===== config.mk =====
export PLATFORM = sky130hd
export DESIGN_NAME = modular_exponentiation_core
export DESIGN_NICKNAME = d
export VERILOG_FILES = /design/src/hw/rtl/mexp_pkg.sv /design/src/hw/rtl/mexp_mulmod.sv /design/src/hw/rtl/mexp_datapath.sv /design/src/hw/rtl/mexp_ctrl.sv /design/src/hw/rtl/modular_exponentiation_core.sv
export SDC_FILE = /design/constraint.sdc
export NUM_CORES = 1
export LEC_CHECK = 0
export BUFFER_PORTS_ARGS = -buffer_cell sky130_fd_sc_hd__buf_4
export CAP_MARGIN = 25
export CORE_ASPECT_RATIO = 0.75
export CORE_UTILIZATION = 55
export CTS_BUF_LIST = sky130_fd_sc_hd__clkbuf_8 sky130_fd_sc_hd__clkbuf_16
export DETAILED_ROUTE_END_ITERATION = 12
export PLACE_DENSITY = 0.71
export SETUP_SLACK_MARGIN = 0.4
export SYNTH_ARGS = -nofsm -noshare
export SYNTH_HDL_FRONTEND = slang
export SYNTH_SLANG_ARGS = --single-unit

===== constraint.sdc =====
create_clock -name clk -period 9.5 [get_ports clk]
set_clock_uncertainty 0.2 [all_clocks]
set_input_delay 0 -clock clk [delete_from_list [all_inputs] [get_ports clk]]
set_output_delay 0 -clock clk [all_outputs]
set_load 0.1 [all_outputs]

===== src/hw/rtl/mexp_pkg.sv =====
// Shared types and constants for the modular exponentiation core.
`timescale 1ns / 1ps
`default_nettype none

package mexp_pkg;

  // Port widths of the item fields
  localparam int DATA_W     = 32;
  localparam int EXP_PORT_W = 64;

  // Parameter defaults
  localparam int MOD_WIDTH_DEF = 32;
  localparam int EXP_WIDTH_DEF = 64;

  typedef logic [DATA_W-1:0] data_t;

  // Operand selection for the serial modular multiplier
  typedef enum logic [1:0] {
    OP_REDUCE,  // 1 * base mod m
    OP_MULRES,  // square * result mod m
    OP_SQUARE   // square * square mod m
  } op_t;

  typedef enum logic [2:0] {
    ST_IDLE,
    ST_CHECK,
    ST_WAIT_RED,
    ST_BIT,
    ST_WAIT_MUL,
    ST_WAIT_SQR,
    ST_FINISH
  } state_t;

  typedef struct packed {
    logic load;
    logic clr_res;
    logic start;
    op_t  op;
    logic wr_res;
    logic wr_sq;
    logic shift_e;
    logic out_load;
  } ctrl_cmd_t;

  typedef struct packed {
    logic e_zero;
    logic e_lsb;
    logic m_zero;
    logic mul_busy;
    logic mul_done;
  } dp_status_t;

endpackage

`default_nettype wire


===== src/hw/rtl/mexp_mulmod.sv =====
// Bit-serial modular multiplier: one multiplier bit per cycle, MSB first.
`timescale 1ns / 1ps
`default_nettype none

module mexp_mulmod #(
  parameter int WIDTH = 32
) (
  input  wire logic             clk,
  input  wire logic             rst,
  input  wire logic             start,
  input  wire logic [WIDTH-1:0] opa,     // multiplicand, must be <= m
  input  wire logic [WIDTH-1:0] opb,     // multiplier bits, any value
  input  wire logic [WIDTH-1:0] m,       // held stable while busy
  output logic                  busy,
  output logic                  done,
  output logic [WIDTH-1:0]      result
);

  localparam int CW = $clog2(WIDTH + 1);

  logic [WIDTH-1:0] acc;
  logic [WIDTH-1:0] a_q;
  logic [WIDTH-1:0] b_q;
  logic [CW-1:0]    cnt;

  logic [WIDTH:0]   m_ext;
  logic [WIDTH:0]   dbl;
  logic [WIDTH:0]   red1;
  logic [WIDTH:0]   sum;
  logic [WIDTH:0]   red2;

  // acc = (2*acc + bit*a) mod m, each half needs at most one subtract
  always_comb begin
    m_ext = {1'b0, m};
    dbl   = {acc, 1'b0};
    red1  = (dbl >= m_ext) ? (dbl - m_ext) : dbl;
    sum   = red1 + (b_q[WIDTH-1] ? {1'b0, a_q} : '0);
    red2  = (sum >= m_ext) ? (sum - m_ext) : sum;
  end

  always_ff @(posedge clk) begin
    if (rst) begin
      busy <= 1'b0;
      done <= 1'b0;
      cnt  <= '0;
    end else begin
      done <= busy && !start && (cnt == CW'(1));
      if (start) begin
        busy <= 1'b1;
        cnt  <= CW'(WIDTH);
      end else if (busy) begin
        cnt <= cnt - CW'(1);
        if (cnt == CW'(1)) begin
          busy <= 1'b0;
        end
      end
    end
  end

  always_ff @(posedge clk) begin
    if (start) begin
      acc <= '0;
      a_q <= opa;
      b_q <= opb;
    end else if (busy) begin
      acc <= red2[WIDTH-1:0];
      b_q <= b_q << 1;
    end
  end

  assign result = acc;

  // a finished product is always fully reduced
  a_reduced: assert property (@(posedge clk) disable iff (rst)
    done |-> (acc < m))
    else $error("mulmod result not below modulus");

endmodule

`default_nettype wire


===== src/hw/rtl/mexp_datapath.sv =====
// Datapath: operand registers, exponent shifter, multiplier and result register.
`timescale 1ns / 1ps
`default_nettype none

module mexp_datapath #(
  parameter int MOD_WIDTH = mexp_pkg::MOD_WIDTH_DEF,
  parameter int EXP_WIDTH = mexp_pkg::EXP_WIDTH_DEF
) (
  input  wire logic                              clk,
  input  wire logic                              rst,
  input  wire mexp_pkg::ctrl_cmd_t               cmd,
  output mexp_pkg::dp_status_t                   sts,
  input  wire logic [mexp_pkg::DATA_W-1:0]       base_value,
  input  wire logic [mexp_pkg::EXP_PORT_W-1:0]   exponent,
  input  wire logic [mexp_pkg::DATA_W-1:0]       modulus,
  output logic [mexp_pkg::DATA_W-1:0]            power_result
);

  localparam int DW = (MOD_WIDTH < mexp_pkg::DATA_W) ? MOD_WIDTH : mexp_pkg::DATA_W;

  typedef logic [DW-1:0]        dword_t;
  typedef logic [EXP_WIDTH-1:0] eword_t;

  dword_t m_q;
  dword_t sq;
  dword_t res;
  dword_t out_data;
  eword_t e_q;

  dword_t opa;
  dword_t opb;
  dword_t mul_result;
  logic   mul_busy;
  logic   mul_done;

  always_comb begin
    case (cmd.op)
      mexp_pkg::OP_REDUCE: begin
        opa = dword_t'(1);
        opb = sq;
      end
      mexp_pkg::OP_MULRES: begin
        opa = sq;
        opb = res;
      end
      mexp_pkg::OP_SQUARE: begin
        opa = sq;
        opb = sq;
      end
      default: begin
        opa = sq;
        opb = sq;
      end
    endcase
  end

  mexp_mulmod #(
    .WIDTH (DW)
  ) u_mulmod (
    .clk    (clk),
    .rst    (rst),
    .start  (cmd.start),
    .opa    (opa),
    .opb    (opb),
    .m      (m_q),
    .busy   (mul_busy),
    .done   (mul_done),
    .result (mul_result)
  );

  // sq first holds the raw base, then the running square
  always_ff @(posedge clk) begin
    if (cmd.load) begin
      m_q <= dword_t'(modulus);
      sq  <= dword_t'(base_value);
      e_q <= eword_t'(exponent);
      res <= dword_t'(1);
    end else begin
      if (cmd.clr_res) res <= '0;
      if (cmd.wr_res)  res <= mul_result;
      if (cmd.wr_sq)   sq  <= mul_result;
      if (cmd.shift_e) e_q <= e_q >> 1;
    end
    if (cmd.out_load) out_data <= res;
  end

  always_comb begin
    sts.e_zero   = (e_q == '0);
    sts.e_lsb    = e_q[0];
    sts.m_zero   = (m_q == '0);
    sts.mul_busy = mul_busy;
    sts.mul_done = mul_done;
  end

  assign power_result = mexp_pkg::data_t'(out_data);

endmodule

`default_nettype wire


===== src/hw/rtl/mexp_ctrl.sv =====
// Controller state machine: sequences reduction, multiplies and output.
`timescale 1ns / 1ps
`default_nettype none

module mexp_ctrl (
  input  wire logic                  clk,
  input  wire logic                  rst,
  input  wire logic                  in_valid,
  output logic                       in_ready,
  output logic                       out_valid,
  input  wire logic                  out_ready,
  input  wire mexp_pkg::dp_status_t  sts,
  output mexp_pkg::ctrl_cmd_t        cmd
);

  mexp_pkg::state_t state;
  mexp_pkg::state_t state_next;

  always_ff @(posedge clk) begin
    if (rst) begin
      state <= mexp_pkg::ST_IDLE;
    end else begin
      state <= state_next;
    end
  end

  always_comb begin
    state_next = state;
    cmd        = mexp_pkg::ctrl_cmd_t'('0);
    cmd.op     = mexp_pkg::OP_REDUCE;
    case (state)
      mexp_pkg::ST_IDLE: begin
        if (in_valid) begin
          cmd.load   = 1'b1;
          state_next = mexp_pkg::ST_CHECK;
        end
      end
      mexp_pkg::ST_CHECK: begin
        // zero exponent keeps the preset 1; zero modulus answers 0
        if (sts.e_zero) begin
          state_next = mexp_pkg::ST_FINISH;
        end else if (sts.m_zero) begin
          cmd.clr_res = 1'b1;
          state_next  = mexp_pkg::ST_FINISH;
        end else begin
          cmd.start  = 1'b1;
          cmd.op     = mexp_pkg::OP_REDUCE;
          state_next = mexp_pkg::ST_WAIT_RED;
        end
      end
      mexp_pkg::ST_WAIT_RED: begin
        if (sts.mul_done) begin
          cmd.wr_sq  = 1'b1;
          state_next = mexp_pkg::ST_BIT;
        end
      end
      mexp_pkg::ST_BIT: begin
        // stop as soon as no set exponent bits remain
        if (sts.e_zero) begin
          state_next = mexp_pkg::ST_FINISH;
        end else if (sts.e_lsb) begin
          cmd.start  = 1'b1;
          cmd.op     = mexp_pkg::OP_MULRES;
          state_next = mexp_pkg::ST_WAIT_MUL;
        end else begin
          cmd.start  = 1'b1;
          cmd.op     = mexp_pkg::OP_SQUARE;
          state_next = mexp_pkg::ST_WAIT_SQR;
        end
      end
      mexp_pkg::ST_WAIT_MUL: begin
        if (sts.mul_done) begin
          cmd.wr_res = 1'b1;
          cmd.start  = 1'b1;
          cmd.op     = mexp_pkg::OP_SQUARE;
          state_next = mexp_pkg::ST_WAIT_SQR;
        end
      end
      mexp_pkg::ST_WAIT_SQR: begin
        if (sts.mul_done) begin
          cmd.wr_sq   = 1'b1;
          cmd.shift_e = 1'b1;
          state_next  = mexp_pkg::ST_BIT;
        end
      end
      mexp_pkg::ST_FINISH: begin
        if (!out_valid || out_ready) begin
          cmd.out_load = 1'b1;
          state_next   = mexp_pkg::ST_IDLE;
        end
      end
      default: begin
        state_next = mexp_pkg::ST_IDLE;
      end
    endcase
  end

  assign in_ready = (state == mexp_pkg::ST_IDLE);

  always_ff @(posedge clk) begin
    if (rst) begin
      out_valid <= 1'b0;
    end else if (cmd.out_load) begin
      out_valid <= 1'b1;
    end else if (out_ready) begin
      out_valid <= 1'b0;
    end
  end

  a_start_idle: assert property (@(posedge clk) disable iff (rst)
    cmd.start |-> !sts.mul_busy)
    else $error("multiplier started while busy");

  a_done_waited: assert property (@(posedge clk) disable iff (rst)
    sts.mul_done |-> (state == mexp_pkg::ST_WAIT_RED || state == mexp_pkg::ST_WAIT_MUL ||
                      state == mexp_pkg::ST_WAIT_SQR))
    else $error("multiplier finished outside a wait state");

  a_bit_starts: assert property (@(posedge clk) disable iff (rst)
    (state == mexp_pkg::ST_BIT && !sts.e_zero) |=> sts.mul_busy)
    else $error("exponent bit step did not start the multiplier");

endmodule

`default_nettype wire


===== src/hw/rtl/modular_exponentiation_core.sv =====
// Top level of the modular exponentiation core.
`timescale 1ns / 1ps
`default_nettype none

// Computes base_value ** exponent mod modulus with right-to-left binary
// square-and-multiply. One item is worked on at a time; in_ready is high
// only while the core is idle, but a finished result waits in its own
// output register, so the next item can be taken while out_valid is held.
// All arithmetic runs through one shared bit-serial modular multiplier that
// retires one multiplier bit per cycle (DW = min(MOD_WIDTH, 32) is its
// operand width). An item first reduces the base, then for each exponent
// bit up to the highest set one squares, and multiplies into the result
// first when the bit is set. An exponent of zero, or a zero modulus, skips
// the multiplier and goes straight to the output. Only the low EXP_WIDTH
// exponent bits and the low DW bits of base and modulus are used. A zero
// exponent yields 1 for any modulus; a zero modulus with a nonzero
// exponent yields 0.
module modular_exponentiation_core #(
  parameter int MOD_WIDTH = mexp_pkg::MOD_WIDTH_DEF,
  parameter int EXP_WIDTH = mexp_pkg::EXP_WIDTH_DEF
) (
  input  wire logic                             clk,
  input  wire logic                             rst,
  input  wire logic                             in_valid,
  output logic                                  in_ready,
  input  wire logic [mexp_pkg::DATA_W-1:0]      base_value,
  input  wire logic [mexp_pkg::EXP_PORT_W-1:0]  exponent,
  input  wire logic [mexp_pkg::DATA_W-1:0]      modulus,
  output logic                                  out_valid,
  input  wire logic                             out_ready,
  output logic [mexp_pkg::DATA_W-1:0]           power_result
);

  mexp_pkg::ctrl_cmd_t  cmd;
  mexp_pkg::dp_status_t sts;

  // sequencing: load, reduce base, then per-bit multiply/square
  mexp_ctrl u_ctrl (
    .clk       (clk),
    .rst       (rst),
    .in_valid  (in_valid),
    .in_ready  (in_ready),
    .out_valid (out_valid),
    .out_ready (out_ready),
    .sts       (sts),
    .cmd       (cmd)
  );

  // operand registers, shared multiplier, output item register
  mexp_datapath #(
    .MOD_WIDTH (MOD_WIDTH),
    .EXP_WIDTH (EXP_WIDTH)
  ) u_datapath (
    .clk          (clk),
    .rst          (rst),
    .cmd          (cmd),
    .sts          (sts),
    .base_value   (base_value),
    .exponent     (exponent),
    .modulus      (modulus),
    .power_result (power_result)
  );

endmodule

`default_nettype wire

# Word-level counts from Yosys, hierarchy flattened
# Index checks and enable logic that the tools add are counted.
[word_totals]
ff_bits = 300
latchBits = 0
ram_bits = 0
rom_bits = 0
out_inout_bits = 34
wordCells = 94
mem_count = 0
[classes]
addsub = 4
n_mul = 0
n_div = 0
order_cmp = 2
eq_ne = 12
shifts = 0
muxes = 45
bitwise = 0
reduce_logical = 17
[op_table]
columns = ["op", "count"]
rows = [
  ["2-to-1 mux 32 bit", 9],
  ["2-to-1 mux 64 bit", 2],
  ["greater-or-equal comparator 33 x 32 -> 1 bit", 2],
  ["logical NOT 64 bit", 1],
  ["adder 33 x 32 -> 33 bit", 1],
  ["2-to-1 mux 33 bit", 1],
  ["subtractor 33 x 32 -> 33 bit", 1],
  ["logical NOT 32 bit", 1],
  ["subtractor 32 bit", 1],
  ["2-to-1 mux 3 bit", 8],
  ["one-hot mux 3 bit (6 select lines)", 1],
  ["2-to-1 mux 1 bit", 15],
  ["2-to-1 mux 6 bit", 2],
  ["nonzero test 2 bit", 5],
  ["== test 3 bit, second input constant", 3],
  ["one-hot mux 3 bit (3 select lines)", 1],
  ["2-to-1 mux 4 bit", 2],
  ["== test 3 x 2 -> 1 bit, second input constant", 2],
  ["== test 6 x 1 -> 1 bit, second input constant", 1],
  ["2-to-1 mux 2 bit", 3],
  ["!= test 2 x 1 -> 1 bit, second input constant", 3],
  ["subtractor 6 x 1 -> 6 bit, second input constant", 1],
  ["AND reduction 4 bit", 1],
  ["OR reduction 2 bit", 2],
  ["other kinds (9)", 11],
]

# Longest topological paths before layout
[logic_depth]
depth_word = 7
ltp_mapped = 34
mapped_depth_nobuf = 32

# Hierarchy
# From an unflattened synthesis, not the netlist that was laid out.
[hier_totals]
cells_unflattened = 1713
area_unflattened_um2 = 18237.5
[modules_own_cells]
columns = ["mod", "n_inst", "cells_each", "area_each_um2", "seq_area_each_um2"]
rows = [
  ["mexp_mulmod", 1, 1144, 9639.2, 2722.6],
  ["mexp_datapath", 1, 518, 8217.9, 5445.2],
  ["mexp_ctrl", 1, 51, 380.4, 80.1],
]

# Worst setup path after synthesis
# Ideal clock, no wire load.
[synth_timing]
path_kind = "register to register"
start = "register u_datapath.m_q[1]"
end = "register u_datapath.u_mulmod.acc[21] (netlist: u_datapath.u_mulmod.result[21])"
arrival_time_ps = 6839
required_ps = 9197
setup_slack_ps = 2359
path_stages_with_launch = 31
path_buffers = 2
synth_period_minus_slack_ps = 7141
path_cell_list = "edfxtp_1 > inv_1 > ha_1 > nor2b_1 > o31a_1 > o41ai_2 > a211oi_1 > o21ai_1 > nand2_1 > buf_1 > mux2_2 > ha_1 > a21o_1 > or3_1 > o211ai_1 > a41oi_1 > o41ai_1 > o21ai_0 > a21oi_1 > xnor2_1 > ha_1 > a21o_1 > a21o_1 > a21oi_1 > o21ai_0 > a211o_1 > a31oi_1 > o21ai_4 > buf_8 > mux2i_1 > a211oi_1"
[synth_via]
elab_chain_cells = 5
[synth_rtl]
columns = ["element", "line_no", "text"]
rows = [
  ["from (decl)", "mexp_datapath.sv:24", "dword_t m_q;"],
  ["from (signal assigned)", "mexp_datapath.sv:74", "m_q <= dword_t'(modulus);"],
  ["subtractor 33 x 32 -> 33 bit or greater-or-equal comparator 33 x 32 -> 1 bit (tied branches)", "mexp_mulmod.sv:36", "red1 = (dbl >= m_ext) ? (dbl - m_ext) : dbl;"],
  ["2-to-1 mux 33 bit", "mexp_mulmod.sv:36", ""],
  ["adder 33 x 32 -> 33 bit", "mexp_mulmod.sv:37", "sum = red1 + (b_q[WIDTH-1] ? {1'b0, a_q} : '0);"],
  ["subtractor 32 bit or greater-or-equal comparator 33 x 32 -> 1 bit (tied branches)", "mexp_mulmod.sv:38", "red2 = (sum >= m_ext) ? (sum - m_ext) : sum;"],
  ["2-to-1 mux 32 bit", "mexp_mulmod.sv:38", ""],
  ["to (signal assigned)", "mexp_mulmod.sv:66", "acc <= red2[WIDTH-1:0];"],
  ["to (decl)", "mexp_mulmod.sv:21", "logic [WIDTH-1:0] acc;"],
]
# Several ways; a longest one is shown, not always the timed one.
# A chain may end at the register's enable or synchronous reset.

# Worst setup path after layout
[layout_timing]
start = "register u_datapath.m_q[1]"
end = "register u_datapath.u_mulmod.acc[28] (netlist: u_datapath.u_mulmod.result[28])"
# Same word-level chain as after synthesis.

==> flow_metrics.env <==
export IMPL_timing_final_crit_share_pct=90.83
export IMPL_worstSetupEndpoint="u_datapath.u_mulmod.result[28]$_SDFFE_PP0P_"
export IMPL_whs_ps=27.83
export IMPL_outcome="finished clean"
export IMPL_r2r_slack_ps=870
export IMPL_start_util_pct=56.76
export IMPL_final_hold_viol_count=0
export IMPL_grt_pass1_wl_mm=77.89
export IMPL_critical_path_required_ps=9780
export IMPL_dp_cells=2137
export IMPL_synth_seq_cells=300
export IMPL_numCtsBuffers=30
export IMPL_cp_top_family="compound AO/OA/AOI/OAI gates"
export IMPL_grt_max_degree=92
export IMPL_async_flop_share_pct=0
export IMPL_area_delta_synth_final_pct=25.34
export IMPL_cp_common_cell="a21oi_1"
export IMPL_htreeDepth=1
export IMPL_synthDistinctLibCells=67
export IMPL_clock_latency_ps=600
export IMPL_core_area_sq_um=30620
export IMPL_critical_path_class="reg -> reg"
export IMPL_finalNonFillerCells=2359
export IMPL_yosysSeqAreaShare_pct=47.45
export IMPL_place_hpwl_mm=36.07
export IMPL_nets=2169
export IMPL_regArea_sq_um=8249
export IMPL_clock_sinks=300
export IMPL_drive_gt1_share_pct=18.42
export IMPL_portBuffers=165
export IMPL_die_area_sq_um=32330
export IMPL_cp_slowest_stage_delay_ps=720
export IMPL_rsz0062_at_grt="no"
export IMPL_clock_path_buffers=3
export IMPL_yosys_area_top_type="edfxtp_1"
export IMPL_synth_edf_count=224
export IMPL_worst_r2r_endpoint="u_datapath.u_mulmod.result[28]$_SDFFE_PP0P_"
export IMPL_wirelength_mm=51.28
export IMPL_die_y_um=156.0
export IMPL_synthFlopType="edfxtp_1"
export IMPL_routed_via_density=6.065
export IMPL_netlist_area_sq_um=17380
export IMPL_path_clk_slew_ps=70
export IMPL_row_count=55
export IMPL_r2r_start="u_datapath.m_q[1]$_DFFE_PP_"
export IMPL_globalRoute_totalOverflow=0
export IMPL_grt_pass1_vias=13420
export IMPL_maxCapViolCount=0
export IMPL_drc=0
export IMPL_finalSetupViolCount=0
export IMPL_crit_fanout=43
export IMPL_synth_area_leaders="edfxtp_1, dfxtp_1, ha_1"
export IMPL_cp_start_kind="register"
export IMPL_crit_start="u_datapath.m_q[1]$_DFFE_PP_"
export IMPL_synth_most_common_cell="edfxtp_1"
export IMPL_clock_fmax_mhz=115.9
export IMPL_drtAntennaViolNets=0
export IMPL_multi_input_area_sq_um=8618
export IMPL_antenna_found_initial=0
export IMPL_tightestPinTransition_ps=1010
export IMPL_hold_path_class="in -> reg"
export IMPL_detail_route_wl_per_cell_um=21.74
export IMPL_path_buf_inv=2
export IMPL_avgSynthCellArea_sq_um=10.65
export IMPL_yosysWarnings=0
export IMPL_cts_tree="yes"
export IMPL_drtIter0Drc=1428
export IMPL_yosys_top_cells_count="edfxtp_1, a21oi_1, nand2_1"
export IMPL_track_usage_pct=31.36
export IMPL_relSlewSlack_pct=32.03
export IMPL_syn_nets=1865
export IMPL_crit_path_top_delay_cell="nor4_1"
export IMPL_gp_congestion=0.9851
export IMPL_cp_depth=28
export IMPL_ios=166
export IMPL_netlist_instances=1632
export IMPL_via_count=14310
export IMPL_layout_min_cycle_time_ps=8629
export IMPL_dieWidth_um=207.3
export IMPL_end_kind="register"
export IMPL_cp_arrival_ps=8910
export IMPL_cts_root_buf="clkbuf_16"
export IMPL_n_fill_cell=2181
export IMPL_dr_pass1_iters=5
export IMPL_post_cts_buffers=0
export IMPL_fin_tns_setup_ps=0
export IMPL_antenna_diode_count=0
export IMPL_maxSlewViolCount=0
export IMPL_synth_top_area_share_pct=38.70
export IMPL_reg2reg_depth=28
-- worst min path at each step --
stage / slack, ps / from / depth (start not counted) / to
after global routing: 50 / exponent[34] / 3 / u_datapath.e_q[34]$_DFFE_PP_
after floorplan: -120 / rst / 1 / u_ctrl.state[0]$_SDFFE_PP0P_
after CTS: 30 / rst / 3 / u_datapath.u_mulmod.busy$_SDFF_PP0_
final: 30 / base_value[29] / 4 / u_datapath.sq[29]$_DFFE_PP_
after global placement: -20 / modulus[0] / 1 / u_datapath.m_q[0]$_DFFE_PP_
after detailed placement: -20 / modulus[15] / 1 / u_datapath.m_q[15]$_DFFE_PP_
-- through the flow --
stage	utilization (%)	cell area [sq um]	worst slack, ps
after detailed placement	62.00	18990	1090
final	71.14	21790	871.3
after global placement	61.87	18950	1218
after CTS	70.92	21720	1055
after floorplan	-	17380	2359
after global routing	71.14	21790	405.3
-- area by class of cell --
cell class	count	share of cell area (%)
multi-input combinational	1189	39.56
sequential	300	37.86
timing repair buffer	342	13.98
clock buffer	38	4.003
tap	399	2.292
inverter	73	1.258
clock inverter	18	1.045
-- state kept, by name, summed over array words and instances (netlist names) --
name	cells
u_datapath.u_mulmod.done	1
u_datapath.u_mulmod.b_q	32
u_datapath.u_mulmod.a_q	32
u_datapath.u_mulmod.cnt	6
u_datapath.m_q	32
u_datapath.u_mulmod.busy	1
u_datapath.sq	32
u_datapath.power_result	32
u_datapath.u_mulmod.result	32
u_datapath.res	32
u_ctrl.state	3
u_ctrl.out_valid	1
u_datapath.e_q	64
-- placed cells by master, fill, tap and decap left out, types with 5 or more instances in the layout --
cell | netlist | routed
inv_1 | 73 | 73
and3_1 | 5 | 5
a31o_2 | 5 | 5
clkbuf_8 | 0 | 7
a21o_1 | 39 | 39
dlygate4sd3_1 | 0 | 163
mux2i_1 | 50 | 50
mux2_2 | 104 | 104
nand4_1 | 18 | 18
o21a_1 | 17 | 17
edfxtp_1 | 224 | 224
or3_1 | 8 | 8
o22ai_1 | 6 | 6
a22o_1 | 32 | 32
o211ai_1 | 20 | 20
clkbuf_16 | 0 | 31
a31oi_1 | 16 | 16
nand3_1 | 32 | 32
nor2b_1 | 9 | 8
and2_1 | 70 | 69
nor3_1 | 17 | 17
xor2_1 | 28 | 28
a211oi_1 | 24 | 24
xnor2_1 | 56 | 56
dfxtp_1 | 76 | 75
nor2_1 | 89 | 87
nand2b_1 | 10 | 10
nor4_1 | 33 | 33
nand2_1 | 110 | 109
clkinv_2 | 0 | 8
buf_4 | 2 | 174
o21bai_1 | 14 | 14
ha_1 | 98 | 98
a21oi_1 | 130 | 128
o21ai_0 | 90 | 89
-- metal layers --
metal,up-vias,track usage [%],wire length [um]
li1,6715,-,-
met1,6906,51.54,25750
met2,639,41.26,19720
met3,47,6.804,5042
met4,0,5.792,773
met5,-,0,0
-- repair_timing --
item | 4_1_cts | 5_1_grt
resized for setup | 0 | 0
hold buffers | 163 | 0
hold endpoints to repair | 179 | 0
-- worst register-to-register path: cells and delay by family, from the launching register on --
kind	cells	cell delay, ps
AO/OA/AOI/OAI	16	4450
AND/OR/NAND/NOR	5	1380
adder cells (fa/ha/maj)	3	1050
buffers and inverters	2	530
flip-flops	1	460
multiplexers	2	450
-- cell families after synthesis --
| kind of cell | share of synthesized area [%] |
|---|---|
| xor+xnor | 4.233 |
| buf+inv | 3.261 |
| mux | 9.617 |
| compound gates | 16.20 |
| flops | 47.45 |
| fa+ha+maj | 7.400 |
| simple gates | 11.83 |
Power is not shown: default switching activity piles up to over one toggle a cycle in this logic, so the estimate is an artifact.
